## config.mk

```make
export PLATFORM = sky130hd
export DESIGN_NAME = lla_csr
export DESIGN_NICKNAME = d
export VERILOG_FILES = /design/src/sv/lla_pkg.sv /design/src/sv/lla_csr.sv
export SDC_FILE = /design/constraint.sdc
export NUM_CORES = 1
export LEC_CHECK = 0
export ABC_AREA = 1
export CORE_ASPECT_RATIO = 1.75
export CORE_UTILIZATION = 61
export DETAILED_ROUTE_END_ITERATION = 10
export DONT_BUFFER_PORTS = 1
export GPL_ROUTABILITY_DRIVEN = 0
export MAX_ROUTING_LAYER = met4
export PLACE_DENSITY_LB_ADDON = 0.08
export SYNTH_ARGS = -nofsm -noshare
export SYNTH_HDL_FRONTEND = slang
export SYNTH_SLANG_ARGS = --single-unit
export TNS_END_PERCENT = 20
```

## constraint.sdc

```tcl
create_clock -name clock -period 1 [get_ports clock]
set_clock_uncertainty 0.05 [all_clocks]
set_input_delay 0.05 -clock clock [delete_from_list [all_inputs] [get_ports clock]]
set_output_delay 0.05 -clock clock [all_outputs]
set_load 0.01 [all_outputs]
```

## src/sv/lla_pkg.sv

```systemverilog
package lla_pkg;

   // operation codes of a request transaction
   localparam logic [1:0] OP_SET     = 2'd0;
   localparam logic [1:0] OP_ADVANCE = 2'd1;
   localparam logic [1:0] OP_READ    = 2'd2;
   localparam logic [1:0] OP_CLEAR   = 2'd3;

   // register indexes on the configuration port
   localparam logic [1:0] REG_BIRTH_MASK    = 2'd0;
   localparam logic [1:0] REG_SURVIVAL_MASK = 2'd1;
   localparam logic [1:0] REG_ROWS_IN_USE   = 2'd2;
   localparam logic [1:0] REG_COLS_IN_USE   = 2'd3;

   localparam int PADDR_W = 4;
   localparam int PDATA_W = 32;

   // configuration as seen by the datapath
   typedef struct packed {
      logic [8:0] birth_mask;
      logic [8:0] survival_mask;
      logic [6:0] rows_in_use;
      logic [6:0] cols_in_use;
   } cfg_type;

   // source of the grid read address
   typedef enum logic [2:0] {
      RD_NONE   = 3'd0,
      RD_COORD  = 3'd1,
      RD_LAST   = 3'd2,
      RD_FIRST  = 3'd3,
      RD_SECOND = 3'd4,
      RD_AHEAD  = 3'd5
   } rd_sel_type;

   // commands from the controller to the datapath
   typedef struct packed {
      rd_sel_type rd_sel;
      logic       latch_req;
      logic       cnt_clear;
      logic       cnt_inc;
      logic       wr_zero;
      logic       flag_range;
      logic       cell_finish;
      logic       load_prev;
      logic       load_first;
      logic       row_step;
      logic       rsp_load;
   } cmd_type;

   // status from the datapath to the controller
   typedef struct packed {
      logic in_range;
      logic row_last;
      logic zero_last;
      logic rows_full;
      logic rsp_free;
   } stat_type;

endpackage

```

## src/sv/lla_csr.sv

```systemverilog
module lla_csr (
   input  logic                         clock,
   input  logic                         reset,
   input  logic                         psel,
   input  logic                         penable,
   input  logic                         pwrite,
   input  logic [lla_pkg::PADDR_W-1:0]  paddr,
   input  logic [lla_pkg::PDATA_W-1:0]  pwdata,
   output logic [lla_pkg::PDATA_W-1:0]  prdata,
   output logic                         pready,
   output lla_pkg::cfg_type             cfg
);

   logic [8:0] birth_mask_ff;
   logic [8:0] survival_mask_ff;
   logic [6:0] rows_in_use_ff;
   logic [6:0] cols_in_use_ff;
   logic [1:0] reg_index;
   logic       wr_strobe;

   assign pready    = 1'b1;
   assign reg_index = paddr[3:2];
   assign wr_strobe = psel & penable & pwrite;

   // register writes in the access phase
   always_ff @(posedge clock) begin
      if (reset) begin
         birth_mask_ff    <= 9'd8;
         survival_mask_ff <= 9'd12;
         rows_in_use_ff   <= 7'd64;
         cols_in_use_ff   <= 7'd64;
      end else if (wr_strobe) begin
         case (reg_index)
            lla_pkg::REG_BIRTH_MASK:    birth_mask_ff    <= pwdata[8:0];
            lla_pkg::REG_SURVIVAL_MASK: survival_mask_ff <= pwdata[8:0];
            lla_pkg::REG_ROWS_IN_USE:   rows_in_use_ff   <= pwdata[6:0];
            lla_pkg::REG_COLS_IN_USE:   cols_in_use_ff   <= pwdata[6:0];
            default: ;
         endcase
      end
   end

   // read back
   always_comb begin
      case (reg_index)
         lla_pkg::REG_BIRTH_MASK:    prdata = {23'd0, birth_mask_ff};
         lla_pkg::REG_SURVIVAL_MASK: prdata = {23'd0, survival_mask_ff};
         lla_pkg::REG_ROWS_IN_USE:   prdata = {25'd0, rows_in_use_ff};
         lla_pkg::REG_COLS_IN_USE:   prdata = {25'd0, cols_in_use_ff};
         default:                    prdata = '0;
      endcase
   end

   assign cfg.birth_mask    = birth_mask_ff;
   assign cfg.survival_mask = survival_mask_ff;
   assign cfg.rows_in_use   = rows_in_use_ff;
   assign cfg.cols_in_use   = cols_in_use_ff;

endmodule

```

==> impl_metrics.tcl, run 1 <==
set metrics [dict create \
    num_antenna_cells 0 \
    drive_gt1_share_pct 22.9 \
    dieArea_um2 3040 \
    clock.fmax_mhz 1020 \
    path_clk_slew_ns 0.06 \
    gr-total-overflow 0 \
    tritoncts "built" \
    htreeDepth 2 \
    grt_pass1_wl_um 6680 \
    yosys_warnings 0 \
    postRouteAntennaNets 0 \
    synth_fa_ha_area_share_pct 0 \
    end_kind "primary output" \
    busiest_layer "met2" \
    synth_xor_area_share_pct 0 \
    io_pins 106 \
    core_area_um2 2690 \
    dr.pass1.iters 4 \
    synth_area_leaders "dfxtp_1, nand2_1, buf_4" \
    start_util_pct 64.0 \
    nNetsFinal 315 \
    required_ns 0.90 \
    detailed_place_hpwl_um 2650 \
    p_leak_uw 0.000862 \
    synth_area_per_cell_um2 6.72 \
    portBuffers 0 \
    timing.final.crit_share_pct 98.0 \
    finalSetupViolations 0 \
    yosysSeqAreaShare_pct 37.2 \
    drt_iter0_markers 45 \
    grt_usage_pct 29.7 \
    cp_slowest_stage_delay_ns 0.37 \
    vias 1607 \
    synth_top_family_by_area "simple AND/OR/NAND/NOR gates" \
    yosysTopAreaCell "dfxtp_1" \
    rows 25 \
    drc 0 \
    wl_per_cell_um 13.5 \
    synth_area_um2 1720 \
    maxCapViolCount 0 \
    hold_viol_final 0 \
    insertion_delay_ns 0.28 \
    die_x_um 42.1 \
    path_cells "nand2_1, nand4_1" \
    maxSlewViolCount 0 \
    finalCoreUtilization_pct 72.7 \
    slowest_stage "dfxtp_2" \
    die_y_um 72.3 \
    cp_max_fo 3 \
    hold_class "in2reg" \
    grt_use_met3_pct 7.96 \
    cts_made_buffers 5 \
    area_delta_synth_final_pct 13.7 \
    fin_cells 302 \
    grt_use_met1_pct 32.5 \
    dp.cells 282 \
    cellPowerDensity_nw_per_um2 1390 \
    wirelength_um 4070 \
    synth-compound-area-share_pct 1.89 \
    crit_arrival_ns 0.88 \
    synth_seq_cells 32 \
    grt_max_degree 33 \
    crit_type "reg2out" \
    cts_root_buf "clkbuf_8" \
    syn-instance-count 256 \
    rsz0062_at_grt "yes" \
    ir_drop_mv 1.19 \
    synth_top_area_share_pct 37.2 \
    use_met2_pct 49.1 \
    antenna_found_initial 0 \
    viasPerCell 5.32 \
    cts_setup_buffers 0 \
    cts.sink_count 32 \
    synth-simple-area-share_pct 43.7 \
    finalSetupTns_ns 0 \
    cts_buffer_depth 2 \
    synth_cell_type_count 18 \
    startpoint_type "flop" \
    fin_crit_ns 0.980 \
    synth.area.mux_share_pct 0 \
    grt_pass1_vias 1485 \
    outcome "finished, final reports clean" \
]
-- cell usage after synthesis --
master	number
buf_4	27
buf_2	2
inv_2	4
nand3_1	32
nand4_1	7
conb_1	2
nand2_1	66
nand3_2	1
nor2_1	54
nor2_2	3
buf_6	1
o21ai_0	3
buf_1	3
inv_1	10
nand2_2	2
nor2_4	5
dfxtp_1	32
a22o_1	2
-- stage by stage --
stage / power, uW / hold slack [ns] / area [um^2] / setup WS (ns)
2_1_floorplan: 1670 / 0.126 / 1800 / 0.184
3_3_place_gp: 1670 / 0.129 / 1700 / 0.124
3_5_place_dp: 1680 / 0.133 / 1700 / 0.101
4_1_cts: 2730 / 0.0261 / 1950 / 0.00324
5_1_grt: 2810 / 0.0395 / 1960 / -0.0327
6_report: 2710 / 0.0324 / 1960 / 0.0201
-- path summary, 6_finish.rpt --
path,startpoint,to,slack [ns],depth (start not counted)
worst max-delay path,cols_in_use_ff[6],prdata[6],0.02,2
worst min-delay path,paddr[3],birth_mask_ff[3],0.03,4
worst max register to register,birth_mask_ff[2],birth_mask_ff[2],0.32,2
worst min register to register,survival_mask_ff[3],survival_mask_ff[3],0.46,2
-- worst max-delay path, delay by kind of cell (launching register included) --
family | cells | cell delay, ns
AND/OR/NAND/NOR | 2 | 0.22
flip-flops | 1 | 0.37
-- where the power goes --
| part | switching [uW] | leakage (uW) | total [uW] | internal, uW |
|---|---|---|---|---|
| clock | 458 | 0.0000455 | 1020 | 561 |
| combinational | 228 | 0.000546 | 350 | 122 |
| sequential | 37.8 | 0.000271 | 1340 | 1300 |
| total | 724 | 0.000862 | 2710 | 1990 |
-- final cells by class --
cell class / count / area (um^2)
Timing Repair Buffer: 22 / 220
Tap cell: 27 / 33.8
Fill cell: 254 / 733
Multi-Input combinational cell: 199 / 875
Inverter: 14 / 52.6
Clock buffer: 8 / 90.1
Sequential cell: 32 / 686
-- layout by cell type, fill, tap and decap left out --
master / Yosys / routed
dfxtp_4: 0 / 2
dfxtp_2: 0 / 30
clkbuf_1: 0 / 2
buf_12: 0 / 2
dlygate4sd3_1: 0 / 12
nor2_2: 3 / 3
nor2_4: 5 / 5
nand2_2: 2 / 2
nor2_1: 54 / 54
buf_4: 27 / 8
a22o_1: 2 / 2
clkbuf_8: 0 / 6
nand3_2: 1 / 1
nand4_1: 7 / 7
nand3_1: 32 / 32
o21ai_0: 3 / 3
conb_1: 2 / 24
nand2_1: 66 / 66
inv_1: 10 / 10
inv_2: 4 / 4
-- flip-flops by register name (all words and copies together) (netlist names) --
name,flops
rows_in_use_ff,7
cols_in_use_ff,7
survival_mask_ff,9
birth_mask_ff,9
-- cells by family (layout without fill, tap and decap cells) --
group	count (synthesis)	in the layout
AO/OA/AOI/OAI	5	5
buffers and inverters	47	44
flip-flops	32	32
other	2	24
AND/OR/NAND/NOR	170	170
-- per-layer routing --
metal / share of wire (%) / up-vias / routed length, um
met1: 40 / 752 / 1640
met2: 53 / 60 / 2140
li1: - / 788 / -
met5: 0 / - / 0
met4: 1.3 / 0 / 51
met3: 5.9 / 7 / 240
-- repair_timing --
| action | 4_1_cts | 5_1_grt |
|---|---|---|
| setup endpoints to repair | 9 | 7 |
| hold buffers | 12 | 0 |
| pin swaps | 2 | 1 |
| resized for setup | 27 | 7 |
| hold endpoints to repair | 30 | 0 |
Note: power is estimated with default switching activity, not from simulation.
==> inputs of run 2 (changes only) <==
CORE_ASPECT_RATIO = unset   (was 1.75)
==> run 2 against run 1 <==
Compared with the run above:
- the flow now finishes with violations (setup timing)
- critical path depth did not move
- wire length fell by 3.2%
- combinational power rose by 4%
- via count fell by 0.62%
- sequential share of layout area rose by 0.26 points
- clock power fell by 25%
- hold slack barely moved
- sequential power barely moved
- clock-buffer cell count did not move
- die area fell by 0.28%
- critical endpoint is now prdata[0]
- highest routed layer unchanged
==> impl_metrics.tcl, run 2 (synthesized netlist as in run 1, its figures left out) <==
set metrics [dict create \
    cp_max_fo 3 \
    worstRegToRegCells 2 \
    path_buf_inv 0 \
    drive_gt1_share_pct 24.2 \
    detailed_place_hpwl_um 2510 \
    clock.fmax_mhz 948 \
    cts_buffer_depth 2 \
    cts.sink_count 32 \
    rows 18 \
    viasPerCell 5.20 \
    min_to "survival_mask_ff[2]" \
    htreeDepth 2 \
    die_y_um 55.1 \
    num_antenna_cells 0 \
    rsz0062_at_grt "yes" \
    crit_type "reg2out" \
    postRouteAntennaNets 0 \
    p_leak_uw 0.000873 \
    finalWorstSetupSlack_ns -0.0546 \
    reg2reg_slack_ns 0.27 \
    final.fill_count 218 \
    grt_pass1_wl_um 5650 \
    crit_arrival_ns 0.95 \
    cts_made_buffers 5 \
    die_x_um 55.1 \
    final_common_cell "nand2_1" \
    path_cells "nand2_1, nand4_1" \
    finalPower_uw 2460 \
    worstHoldStart "paddr[3]" \
    outcome "finished, violations left" \
    failed_checks "setup timing" \
    insertion_delay_ns 0.33 \
    ir_drop_mv 1.22 \
    required_ns 0.90 \
    startpoint_type "flop" \
    path_clk_slew_ns 0.10 \
    wirelength_um 3940 \
    core_area_um2 2570 \
    cp_top_family "flip-flops" \
    cp_slowest_stage_delay_ns 0.37 \
    maxSlewViolCount 0 \
    slowest_stage "dfxtp_4" \
    portBuffers 0 \
    cts_setup_buffers 0 \
    finalSetupViolations 9 \
    drc 0 \
    maxCapViolCount 0 \
    timing.final.crit_share_pct 105 \
    finalSetupTns_ns -0.254 \
    dr.pass1.iters 4 \
    start_util_pct 67.0 \
    grt_usage_pct 27.4 \
    drt_iter0_markers 44 \
    fin_crit_ns 1.05 \
    reg_top3 "birth_mask_ff (9), survival_mask_ff (9)" \
    hold_class "in2reg" \
    wl_per_cell_um 12.8 \
    layout_common_cells "nand2_1, nor2_1, nand3_1" \
    dieArea_um2 3040 \
    tritoncts "built" \
    detailedPlace.worstSlack_ns 0.132 \
    grt_max_degree 33 \
    timing.rr.start "birth_mask_ff[1]" \
    register_area_um2 706 \
    cts_root_buf "clkbuf_4" \
    r2r-end "birth_mask_ff[1]" \
    cellPowerDensity_nw_per_um2 1230 \
    area_delta_synth_final_pct 16.2 \
    nNetsFinal 317 \
    multi_input_area_um2 887 \
    vias 1597 \
    io_pins 106 \
    hold-worst-slack_ns 0.0327 \
    antenna_found_initial 0 \
    grt_pass1_vias 1333 \
    gr-total-overflow 0 \
    whs_path_depth 5 \
    end_kind "primary output" \
    hold_viol_final 0 \
]
-- run 2: cell types whose count changed in the layout (fill, tap and decap cells not counted), sizes merged --
cell,change
buf,-1
dlymetal6s4s,+1
dlygate4sd3,+2
-- run 2: metal layers --
| metal | wire length (um) | GRT usage (%) | vias to the layer above | part of all wire [%] |
|---|---|---|---|---|
| li1 | - | - | 793 | - |
| met1 | 1650 | 31.1 | 715 | 42 |
| met2 | 1900 | 44.8 | 81 | 48 |
| met3 | 332 | 8.74 | 8 | 8.4 |
| met4 | 66 | 10.4 | 0 | 1.7 |
| met5 | 0 | - | - | 0 |
-- run 2: worst max path at each step --
stage	slack, ns	depth (start not counted)	start	endpoint
CTS	-0.06	2	cols_in_use_ff[0]	prdata[0]
global route	-0.12	2	survival_mask_ff[2]	prdata[2]
finish	-0.05	2	cols_in_use_ff[0]	prdata[0]
global placement	0.16	4	pwrite	birth_mask_ff[6]
detailed placement	0.13	5	pwrite	rows_in_use_ff[1]
floorplan	0.18	6	psel	birth_mask_ff[8]
-- run 2: timing repair --
action / CTS / global route
cloned: 0 / 0
pin swaps: 8 / 7
resized for setup: 33 / 15
endpoints found under the hold margin: 32 / 7
hold buffers: 13 / 2
setup endpoints to repair: 9 / 24
-- run 2: area by class of cell --
cell class	instances	share of cell area, %
Sequential cell	32	35.3
Multi-Input combinational cell	199	44.4
Clock buffer	8	2.94
Timing Repair Buffer	24	12.9
Tap cell	30	1.88
Inverter	14	2.63
-- run 2: through the flow --
step,utilization (%),instances,instance area [um^2]
after floorplan,-,278,1800
after global placement,66.6,284,1710
after detailed placement,66.6,284,1710
after CTS,75.6,305,1940
after global routing,77.9,307,2000
final,77.9,307,2000
-- run 2: worst min-delay path, delay by kind of cell --
kind	cells	cell delay (ns)
buf+inv	1	0.15
simple gates	4	0.18
-- run 2: where the power goes --
part	internal [uW]	switching, uW
Sequential	1280	38.6
Clock	347	421
Combinational	135	231
Total	1770	690
