--- src/sv/lla_pkg.sv ---
package lla_pkg;

   // operation codes of a request transaction
   localparam logic [1:0] OP_SET     = 2'd0;
   localparam logic [1:0] OP_ADVANCE = 2'd1;
   localparam logic [1:0] OP_READ    = 2'd2;
   localparam logic [1:0] OP_CLEAR   = 2'd3;

   // register indexes on the configuration port
   localparam logic [1:0] REG_BIRTH_MASK    = 2'd0;
   localparam logic [1:0] REG_SURVIVAL_MASK = 2'd1;
   localparam logic [1:0] REG_ROWS_IN_USE   = 2'd2;
   localparam logic [1:0] REG_COLS_IN_USE   = 2'd3;

   localparam int PADDR_W = 4;
   localparam int PDATA_W = 32;

   // configuration as seen by the datapath
   typedef struct packed {
      logic [8:0] birth_mask;
      logic [8:0] survival_mask;
      logic [6:0] rows_in_use;
      logic [6:0] cols_in_use;
   } cfg_type;

   // source of the grid read address
   typedef enum logic [2:0] {
      RD_NONE   = 3'd0,
      RD_COORD  = 3'd1,
      RD_LAST   = 3'd2,
      RD_FIRST  = 3'd3,
      RD_SECOND = 3'd4,
      RD_AHEAD  = 3'd5
   } rd_sel_type;

   // commands from the controller to the datapath
   typedef struct packed {
      rd_sel_type rd_sel;
      logic       latch_req;
      logic       cnt_clear;
      logic       cnt_inc;
      logic       wr_zero;
      logic       flag_range;
      logic       cell_finish;
      logic       load_prev;
      logic       load_first;
      logic       row_step;
      logic       rsp_load;
   } cmd_type;

   // status from the datapath to the controller
   typedef struct packed {
      logic in_range;
      logic row_last;
      logic zero_last;
      logic rows_full;
      logic rsp_free;
   } stat_type;

endpackage

--- src/sv/lla_ctrl.sv ---
module lla_ctrl (
   input  logic              clock,
   input  logic              reset,
   input  logic              req_valid,
   output logic              req_ready,
   input  logic [1:0]        req_op,
   input  lla_pkg::stat_type stat,
   output lla_pkg::cmd_type  cmd
);

   typedef enum logic [9:0] {
      S_IDLE       = 10'b00_0000_0001,
      S_ZERO_START = 10'b00_0000_0010,
      S_ZERO       = 10'b00_0000_0100,
      S_CELL_RD    = 10'b00_0000_1000,
      S_CELL_WR    = 10'b00_0001_0000,
      S_ADV_LAST   = 10'b00_0010_0000,
      S_ADV_FIRST  = 10'b00_0100_0000,
      S_ADV_PRIME  = 10'b00_1000_0000,
      S_ADV_ROW    = 10'b01_0000_0000,
      S_DONE       = 10'b10_0000_0000
   } state_type;

   state_type state_ff, state_in;
   logic      reply_ff, reply_in;

   assign req_ready = (state_ff == S_IDLE);

   // next state and commands
   always_comb begin
      state_in = state_ff;
      reply_in = reply_ff;
      cmd      = '0;
      case (state_ff)
         S_IDLE: begin
            cmd.cnt_clear = 1'b1;
            if (req_valid) begin
               cmd.latch_req = 1'b1;
               reply_in      = 1'b1;
               case (req_op)
                  lla_pkg::OP_SET,
                  lla_pkg::OP_READ:    state_in = S_CELL_RD;
                  lla_pkg::OP_ADVANCE: state_in = S_ADV_LAST;
                  lla_pkg::OP_CLEAR:   state_in = S_ZERO;
                  default:             state_in = S_IDLE;
               endcase
            end
         end
         S_ZERO_START: begin
            cmd.cnt_clear = 1'b1;
            state_in      = S_ZERO;
         end
         S_ZERO: begin
            // one row of zeros per cycle up to the end of storage
            cmd.wr_zero = 1'b1;
            cmd.cnt_inc = 1'b1;
            if (stat.zero_last) begin
               state_in = reply_ff ? S_DONE : S_IDLE;
            end
         end
         S_CELL_RD: begin
            cmd.rd_sel = lla_pkg::RD_COORD;
            if (stat.in_range) begin
               state_in = S_CELL_WR;
            end else begin
               cmd.flag_range = 1'b1;
               state_in       = S_DONE;
            end
         end
         S_CELL_WR: begin
            cmd.cell_finish = 1'b1;
            state_in        = S_DONE;
         end
         S_ADV_LAST: begin
            cmd.rd_sel = lla_pkg::RD_LAST;
            state_in   = S_ADV_FIRST;
         end
         S_ADV_FIRST: begin
            cmd.load_prev = 1'b1;
            cmd.rd_sel    = lla_pkg::RD_FIRST;
            state_in      = S_ADV_PRIME;
         end
         S_ADV_PRIME: begin
            cmd.load_first = 1'b1;
            cmd.rd_sel     = lla_pkg::RD_SECOND;
            state_in       = S_ADV_ROW;
         end
         S_ADV_ROW: begin
            cmd.row_step = 1'b1;
            cmd.rd_sel   = lla_pkg::RD_AHEAD;
            cmd.cnt_inc  = 1'b1;
            if (stat.row_last) begin
               state_in = stat.rows_full ? S_DONE : S_ZERO;
            end
         end
         S_DONE: begin
            if (stat.rsp_free) begin
               cmd.rsp_load = 1'b1;
               state_in     = S_IDLE;
            end
         end
         default: begin
            state_in = S_IDLE;
         end
      endcase
   end

   always_ff @(posedge clock) begin
      if (reset) begin
         state_ff <= S_ZERO_START;
         reply_ff <= 1'b0;
      end else begin
         state_ff <= state_in;
         reply_ff <= reply_in;
      end
   end

endmodule

--- config.mk ---
export PLATFORM = sky130hd
export DESIGN_NAME = lla_ctrl
export DESIGN_NICKNAME = d
export VERILOG_FILES = /design/src/sv/lla_pkg.sv /design/src/sv/lla_ctrl.sv
export SDC_FILE = /design/constraint.sdc
export NUM_CORES = 1
export LEC_CHECK = 0
export BUFFER_PORTS_ARGS = -buffer_cell sky130_fd_sc_hd__buf_4
export CORE_UTILIZATION = 51
export CTS_BUF_LIST = sky130_fd_sc_hd__clkbuf_4 sky130_fd_sc_hd__clkbuf_8
export CTS_CLUSTER_DIAMETER = 80
export DETAILED_ROUTE_END_ITERATION = 16
export HOLD_SLACK_MARGIN = 0.03
export PLACE_DENSITY = 0.83
export SLEW_MARGIN = 15
export SYNTH_ARGS = -nofsm -noshare
export SYNTH_HDL_FRONTEND = slang
export SYNTH_SLANG_ARGS = --single-unit
--- constraint.sdc ---
create_clock -name clock -period 2.1 [get_ports clock]
set_input_delay 0 -clock clock [delete_from_list [all_inputs] [get_ports clock]]
set_output_delay 0 -clock clock [all_outputs]
set_load 0.005 [all_outputs]
==> results of run 1 <==
[cell usage after synthesis]
cell / n / area share (%)
dfxtp_1: 11 / 29
nand2_1: 10 / 5.0
inv_1: 9 / 4.5
nor2_1: 9 / 4.5
nor3_1: 9 / 6.0
nor4_1: 4 / 3.3
a21oi_1: 3 / 2.0
nand2b_1: 3 / 2.5
nand4b_1: 3 / 3.5
nor3b_1: 3 / 3.0
o21ai_0: 3 / 2.0
buf_2: 2 / 1.3
clkbuf_1: 2 / 1.0
nand3b_1: 2 / 2.0
nor2b_1: 2 / 1.7
o22ai_1: 2 / 1.7
or4_4: 2 / 3.0
a21o_1: 1 / 1.0
a221o_1: 1 / 1.3
a31oi_1: 1 / 0.83
and2_1: 1 / 0.83
clkinv_2: 1 / 0.66
mux2i_1: 1 / 1.3
nand3_1: 1 / 0.66
nand4_1: 1 / 0.83
nor4_4: 1 / 2.8
nor4b_1: 1 / 1.2
o2111ai_1: 1 / 1.2
o211a_1: 1 / 1.3
o211ai_1: 1 / 1.0
o311a_1: 1 / 1.3
o311ai_2: 1 / 2.2
or2_2: 1 / 0.83
or3_2: 1 / 1.0
or4_1: 1 / 1.0
or4b_2: 1 / 1.3
xor2_1: 1 / 1.2
[logic make-up after synthesis]
family	count (synthesis)
flops	11
simple gates	56
compound gates	16
mux	1
buf+inv	14
xor+xnor	1
[worst register-to-register path: stages (launching register included)]
cell	delay (ns)
dfxtp_1	0.32
buf_4	0.16
nor4_1	0.41
buf_4	0.22
nand3_1	0.12
inv_1	0.13
nand2_1	0.12
nor4b_1	0.35
[where the power goes]
| part | internal (mW) | switching (mW) | leakage [nW] | total (mW) |
|---|---|---|---|---|
| logic | 0.0729 | 0.0706 | 0.411 | 0.144 |
| clock network | 0.0707 | 0.0811 | 0.0177 | 0.152 |
| registers | 0.217 | 0.0119 | 0.0896 | 0.229 |
[final cells by class]
| cell class | instances | area [µm²] |
|---|---|---|
| flip-flops and latches | 11 | 220.2 |
| fillers | 97 | 300.3 |
| multi-input cells | 74 | 475.5 |
| repair buffers | 32 | 252.7 |
| inverters | 10 | 38.79 |
| clock inverters | 1 | 5.005 |
| well taps | 15 | 18.77 |
| clock buffers | 3 | 22.52 |
[cell usage in the layout (no fill, tap or decap), drive strengths merged]
cell and instances:
o211ai 1, mux2i 1, or4 3, o2111ai 1
or2 1, a21o 1, nor3 9, or3 1
nand3b 2, and2 1, nor2 9, xor2 1
o211a 1, inv 9, nand4b 3, o311ai 1
dfxtp 11, nor4 5, o22ai 2, nor4b 1
dlygate4sd3 5, clkbuf 3, o311a 1, nor2b 2
nand2b 3, nor3b 3, buf 27, o21ai 3
or4b 1, clkinv 2, a221o 1, nand3 1
a31oi 1, a21oi 3, nand4 1, nand2 10
[layer usage]
layer | up-vias | part of all wire, % | global-route usage [%]
met3 | 11 | 10 | 8.889
met4 | 0 | 2.9 | 14.17
met5 | - | 0 | 0
met2 | 70 | 45 | 52.38
met1 | 436 | 42 | 45.67
li1 | 429 | - | -
[flip-flops by register name (all words and copies together) (netlist names)]
| register | count |
|---|---|
| reply_ff | 1 |
| state_ff | 10 |
[final timing paths]
kind | start | endpoint | cells after the start
worst min register to register | reply_ff | reply_ff | 2
worst max-delay path | state_ff[0] | cmd[12] | 4
worst max register to register | state_ff[2] | state_ff[5] | 7
worst min-delay path | req_valid | state_ff[7] | 3
[through the flow]
step	worst slack (ns)	power [mW]	instances
after global placement	0.2461	0.3587	137
after global routing	0.03059	0.5462	146
after detailed placement	0.2226	0.3631	137
final	0.1205	0.5242	146
after floorplan	0.2963	0.3022	99
after CTS	0.1393	0.5153	146
[what timing repair did]
action / in CTS / in global routing
hold buffers: 5 / 0
endpoints found under the setup margin: 0 / 0
endpoints found under the hold margin: 7 / 0
buffers inserted: 0 / 0
==> results.yml, run 1 <==
detailed_routing:
  via_per_inst: 6.479
  vias: 946
  detail_route.iter0.violations: 58
  wl_per_cell_um: 16.50
  drc: 0
  drtAntennaViolNets: 0
  firstDrtPassIters: 4
  finalWirelength_um: 2409
synthesis:
  synth_xor_area_share_pct: 1.165
  yosysSeqAreaShare_pct: 29.28
  syn_avg_cell_area_um2: 7.596
  muxShareOfSynthArea_pct: 1.331
  syn_inst: 99
  synth-compound-area-share_pct: 15.81
  synth_nets: 109
  ys_ff_latch: 11
  synth_warnings: 0
  syn_area_um2: 752.0
  synthAdderAreaFrac_pct: 0
  synth_top_family_by_area: "simple AND/OR/NAND/NOR gates"
  synth-simple-area-share_pct: 44.93
  ys_types: 37
clocking:
  numCtsBuffers: 3
  clock_path_buffers: 2
  clk_root_buffer_cell: "clkbuf_4"
  clk_transition_reported_paths_ns: 0.08
  cts_sinks: 11
  cts_resized: 0
  cts_tree: "done"
  clock_latency_ns: 0.28
  htree_levels: 1
worst_setup_path:
  crit_family: "simple AND/OR/NAND/NOR gates"
  crit_buf_inv: 1
  critPathMaxFanout: 7
  critical_path_class: "reg2out"
  cp_slowest_cell: "or3_2"
  path_cells: "or3_2 -> or4_4 -> nand2_1 -> buf_4"
  cp.arrival_ns: 1.98
  cp-end-kind: "output port"
  cpPeakStageDelay_ns: 0.56
  setup.worst_path.start_class: "flip-flop"
  r2r_slack_ns: 0.18
  critPathRequiredTime_ns: 2.10
status:
  status: "complete, no violations"
timing:
  max_freq_mhz: 505.2
  final-max-slew-violation-count: 0
  fin_crit_sh_pct: 94.26
  worstMarginPinSlew_ns: 0.4539
  setup-violations-final: 0
  period_needed_ns: 1.979
  whs_ns: 0.06221
  fin_tns_setup_ns: 0
  hold_viol: 0
  rsz0062_at_grt: "no"
  clock_skew_ns: 0.004949
  slew-limit-headroom_pct: 69.46
cells_and_area:
  drive_gt1_share_pct: 29.77
  n_antenna_cell: 0
  area_delta_synth_final_pct: 37.44
  design_area_um2: 1033
  final_util_pct: 77.49
  nets: 142
floorplan:
  die_w_um: 40.40
  dieHeight_um: 40.40
  dieArea_um2: 1632
  rows: 13
  initial_core_util_pct: 56.38
  core_area_um2: 1334
  boundaryPins: 24
place:
  dp_hpwl_um: 1770
  place_congestion: 0.9211
  portBuffers: 23
  place_area_um2: 955.9
global_routing:
  grt_pass1_wl_um: 3684
  grt_use_total_pct: 34.47
  grt_pass1_vias: 806
  overflow: 0
  grt_max_degree: 10
  antenna_found_initial: 0
power:
  powerDensity_nw_per_um2: 507.2
  vdd_ir_drop_max_mv: 0.3450
  leakage_nw: 0.5181
min_path:
  hp-class: "in2reg"
run:
  max_cap_violations: 0
Note: power is estimated with default switching activity, not from simulation.
==> run 2, diff against run 1 <==
Settings changed: ABC_CLOCK_PERIOD_IN_PS set to 1950, CORE_UTILIZATION 51 to 50, PLACE_DENSITY 0.83 to 0.82.
Clock period 2.1 ns to 1.95 ns, I/O delays scaled along.
==> results.yml, run 2 (same netlist as run 1, synthesis figures left out) <==
status:
  status: "finished with violations"
  violations: "setup timing"
min_path:
  hp-class: "in2reg"
floorplan:
  core_area_um2: 1350
  boundaryPins: 24
  die_w_um: 40.78
  dieArea_um2: 1663
  dieHeight_um: 40.78
  initial_core_util_pct: 55.70
  rows: 13
worst_setup_path:
  regToRegEndpoint: "state_ff[9]"
  cp_slowest_cell: "or4b_2"
  cp-end-kind: "output port"
  critPathRequiredTime_ns: 1.95
  cpPeakStageDelay_ns: 0.64
  setup.worst_path.start_class: "flip-flop"
  critPathMaxFanout: 6
  worstReg2RegStart: "state_ff[4]"
  worstRegToRegCells: 5
  critical_path_class: "reg2out"
  path_cells: "or4b_2 -> nor4_1 -> buf_4"
  r2r_slack_ns: -0.02
  critPathCapture: "cmd[4]"
  cp.arrival_ns: 2.06
  startpoint: "state_ff[4]"
place:
  dp_hpwl_um: 1813
  place_congestion: 0.8885
  portBuffers: 23
clocking:
  clk_transition_reported_paths_ns: 0.08
  cts_sinks: 11
  clock_path_buffers: 2
  numCtsBuffers: 3
  clk_root_buffer_cell: "clkbuf_4"
  htree_levels: 1
  cts_tree: "done"
  clock_latency_ns: 0.29
power:
  seq_power_share_pct: 41.5
  vdd_ir_drop_max_mv: 0.4574
  leakage_nw: 0.5345
  clockPowerShare_pct: 31.0
  swShare_pct: 30.81
  switching_power_mw: 0.1822
  p_total_mw: 0.5914
  p_int_mw: 0.4092
  p_comb_share_pct: 27.4
  powerDensity_nw_per_um2: 552.8
timing:
  worstMarginPinSlew_ns: 0.5315
  setup-violations-final: 2
  final-max-slew-violation-count: 0
  fin_tns_setup_ns: -0.1299
  slew-limit-headroom_pct: 64.24
  hold_viol: 0
  clock_skew_ns: 0.01066
  period_needed_ns: 2.062
  fin_crit_sh_pct: 105.7
  whs_ns: 0.06517
  max_freq_mhz: 485.0
  fin_ws_ns: -0.1119
detailed_routing:
  drc: 0
  wl_per_cell_um: 17.32
  vias: 939
  detail_route.iter0.violations: 78
  via_per_inst: 6.302
  firstDrtPassIters: 4
  drtAntennaViolNets: 0
  finalWirelength_um: 2580
cells_and_area:
  final_common_cell: "buf_4"
  area_delta_synth_final_pct: 42.26
  final_cell_mix: "30 x buf_4, 10 x nand2_1, 10 x dfxtp_1"
  top_register: "state_ff"
  largestRegisters: "state_ff x10, reply_ff x1"
  n_antenna_cell: 0
  nets: 145
  drive_gt1_share_pct: 32.84
  largest_register_ffs: 10
global_routing:
  grt_max_degree: 10
  grt_pass1_vias: 819
  antenna_found_initial: 0
  overflow: 0
  grt_use_total_pct: 35.37
  grt_pass1_wl_um: 3670
run:
  max_cap_violations: 0
==> run 2: cell count changes in the layout (fill, tap and decap cells not counted), sizes merged <==
cell / previous run / this run
clkbuf: 3 / 4
clkinv: 2 / 1
buf: 27 / 30
==> run 2: worst min path at each step <==
| stage | start | to | slack [ns] | cells past startpoint |
|---|---|---|---|---|
| 3_3_place_gp | reset | state_ff[1] | 0.18 | 1 |
| 3_5_place_dp | reset | state_ff[1] | 0.18 | 1 |
| 4_1_cts | req_valid | state_ff[7] | 0.05 | 3 |
| 2_1_floorplan | stat[4] | cmd[5] | 0.03 | 1 |
| 5_1_grt | req_valid | state_ff[7] | 0.07 | 3 |
| 6_report | req_valid | state_ff[3] | 0.07 | 3 |
==> run 2: layout make-up <==
type	count	area [µm²]
Multi-Input combinational cell	74	485.5
Fill cell	90	280.3
Timing Repair Buffer	35	275.3
Sequential cell	11	221.5
Inverter	10	38.79
Clock buffer	4	30.03
Tap cell	15	18.77
==> run 2: what timing repair did <==
action / CTS / global route
pin swaps: 1 / 1
hold buffers: 5 / 0
buffers inserted: 0 / 2
setup endpoints to repair: 3 / 8
endpoints found under the hold margin: 7 / 0
gates resized for setup: 0 / 3
==> run 2: power by group through the flow <==
stage	clock network, mW	logic [mW]	registers [mW]
after floorplan	0	0.0768	0.249
after global placement	0	0.140	0.248
after detailed placement	0	0.145	0.249
after CTS	0.183	0.153	0.244
after global routing	0.192	0.172	0.247
final	0.184	0.162	0.246
==> run 2: per-stage QoR <==
| stage | util [%] | worst slack [ns] | cell area [µm²] | instances |
|---|---|---|---|---|
| 2_1_floorplan | - | 0.1463 | 752.0 | 99 |
| 3_3_place_gp | 71.36 | 0.1086 | 963.4 | 138 |
| 3_5_place_dp | 71.36 | 0.06067 | 963.4 | 138 |
| 4_1_cts | 77.29 | 0.01009 | 1044 | 147 |
| 5_1_grt | 79.24 | -0.1195 | 1070 | 149 |
| 6_report | 79.24 | -0.1119 | 1070 | 149 |
==> run 2: worst max-delay path, delay by kind of cell, from the launching register on <==
| kind | cells | cell delay [ns] |
|---|---|---|
| DFF | 1 | 0.50 |
| buffers and inverters | 1 | 0.20 |
| and+or+nand+nor | 2 | 1.07 |
==> run 2: layer usage <==
metal	global-route usage, %	routed length (µm)	up-vias
met4	21.67	88	0
met3	10.33	281	13
met2	52.73	1192	72
met5	0	0	-
li1	-	-	431
met1	44.19	1017	423
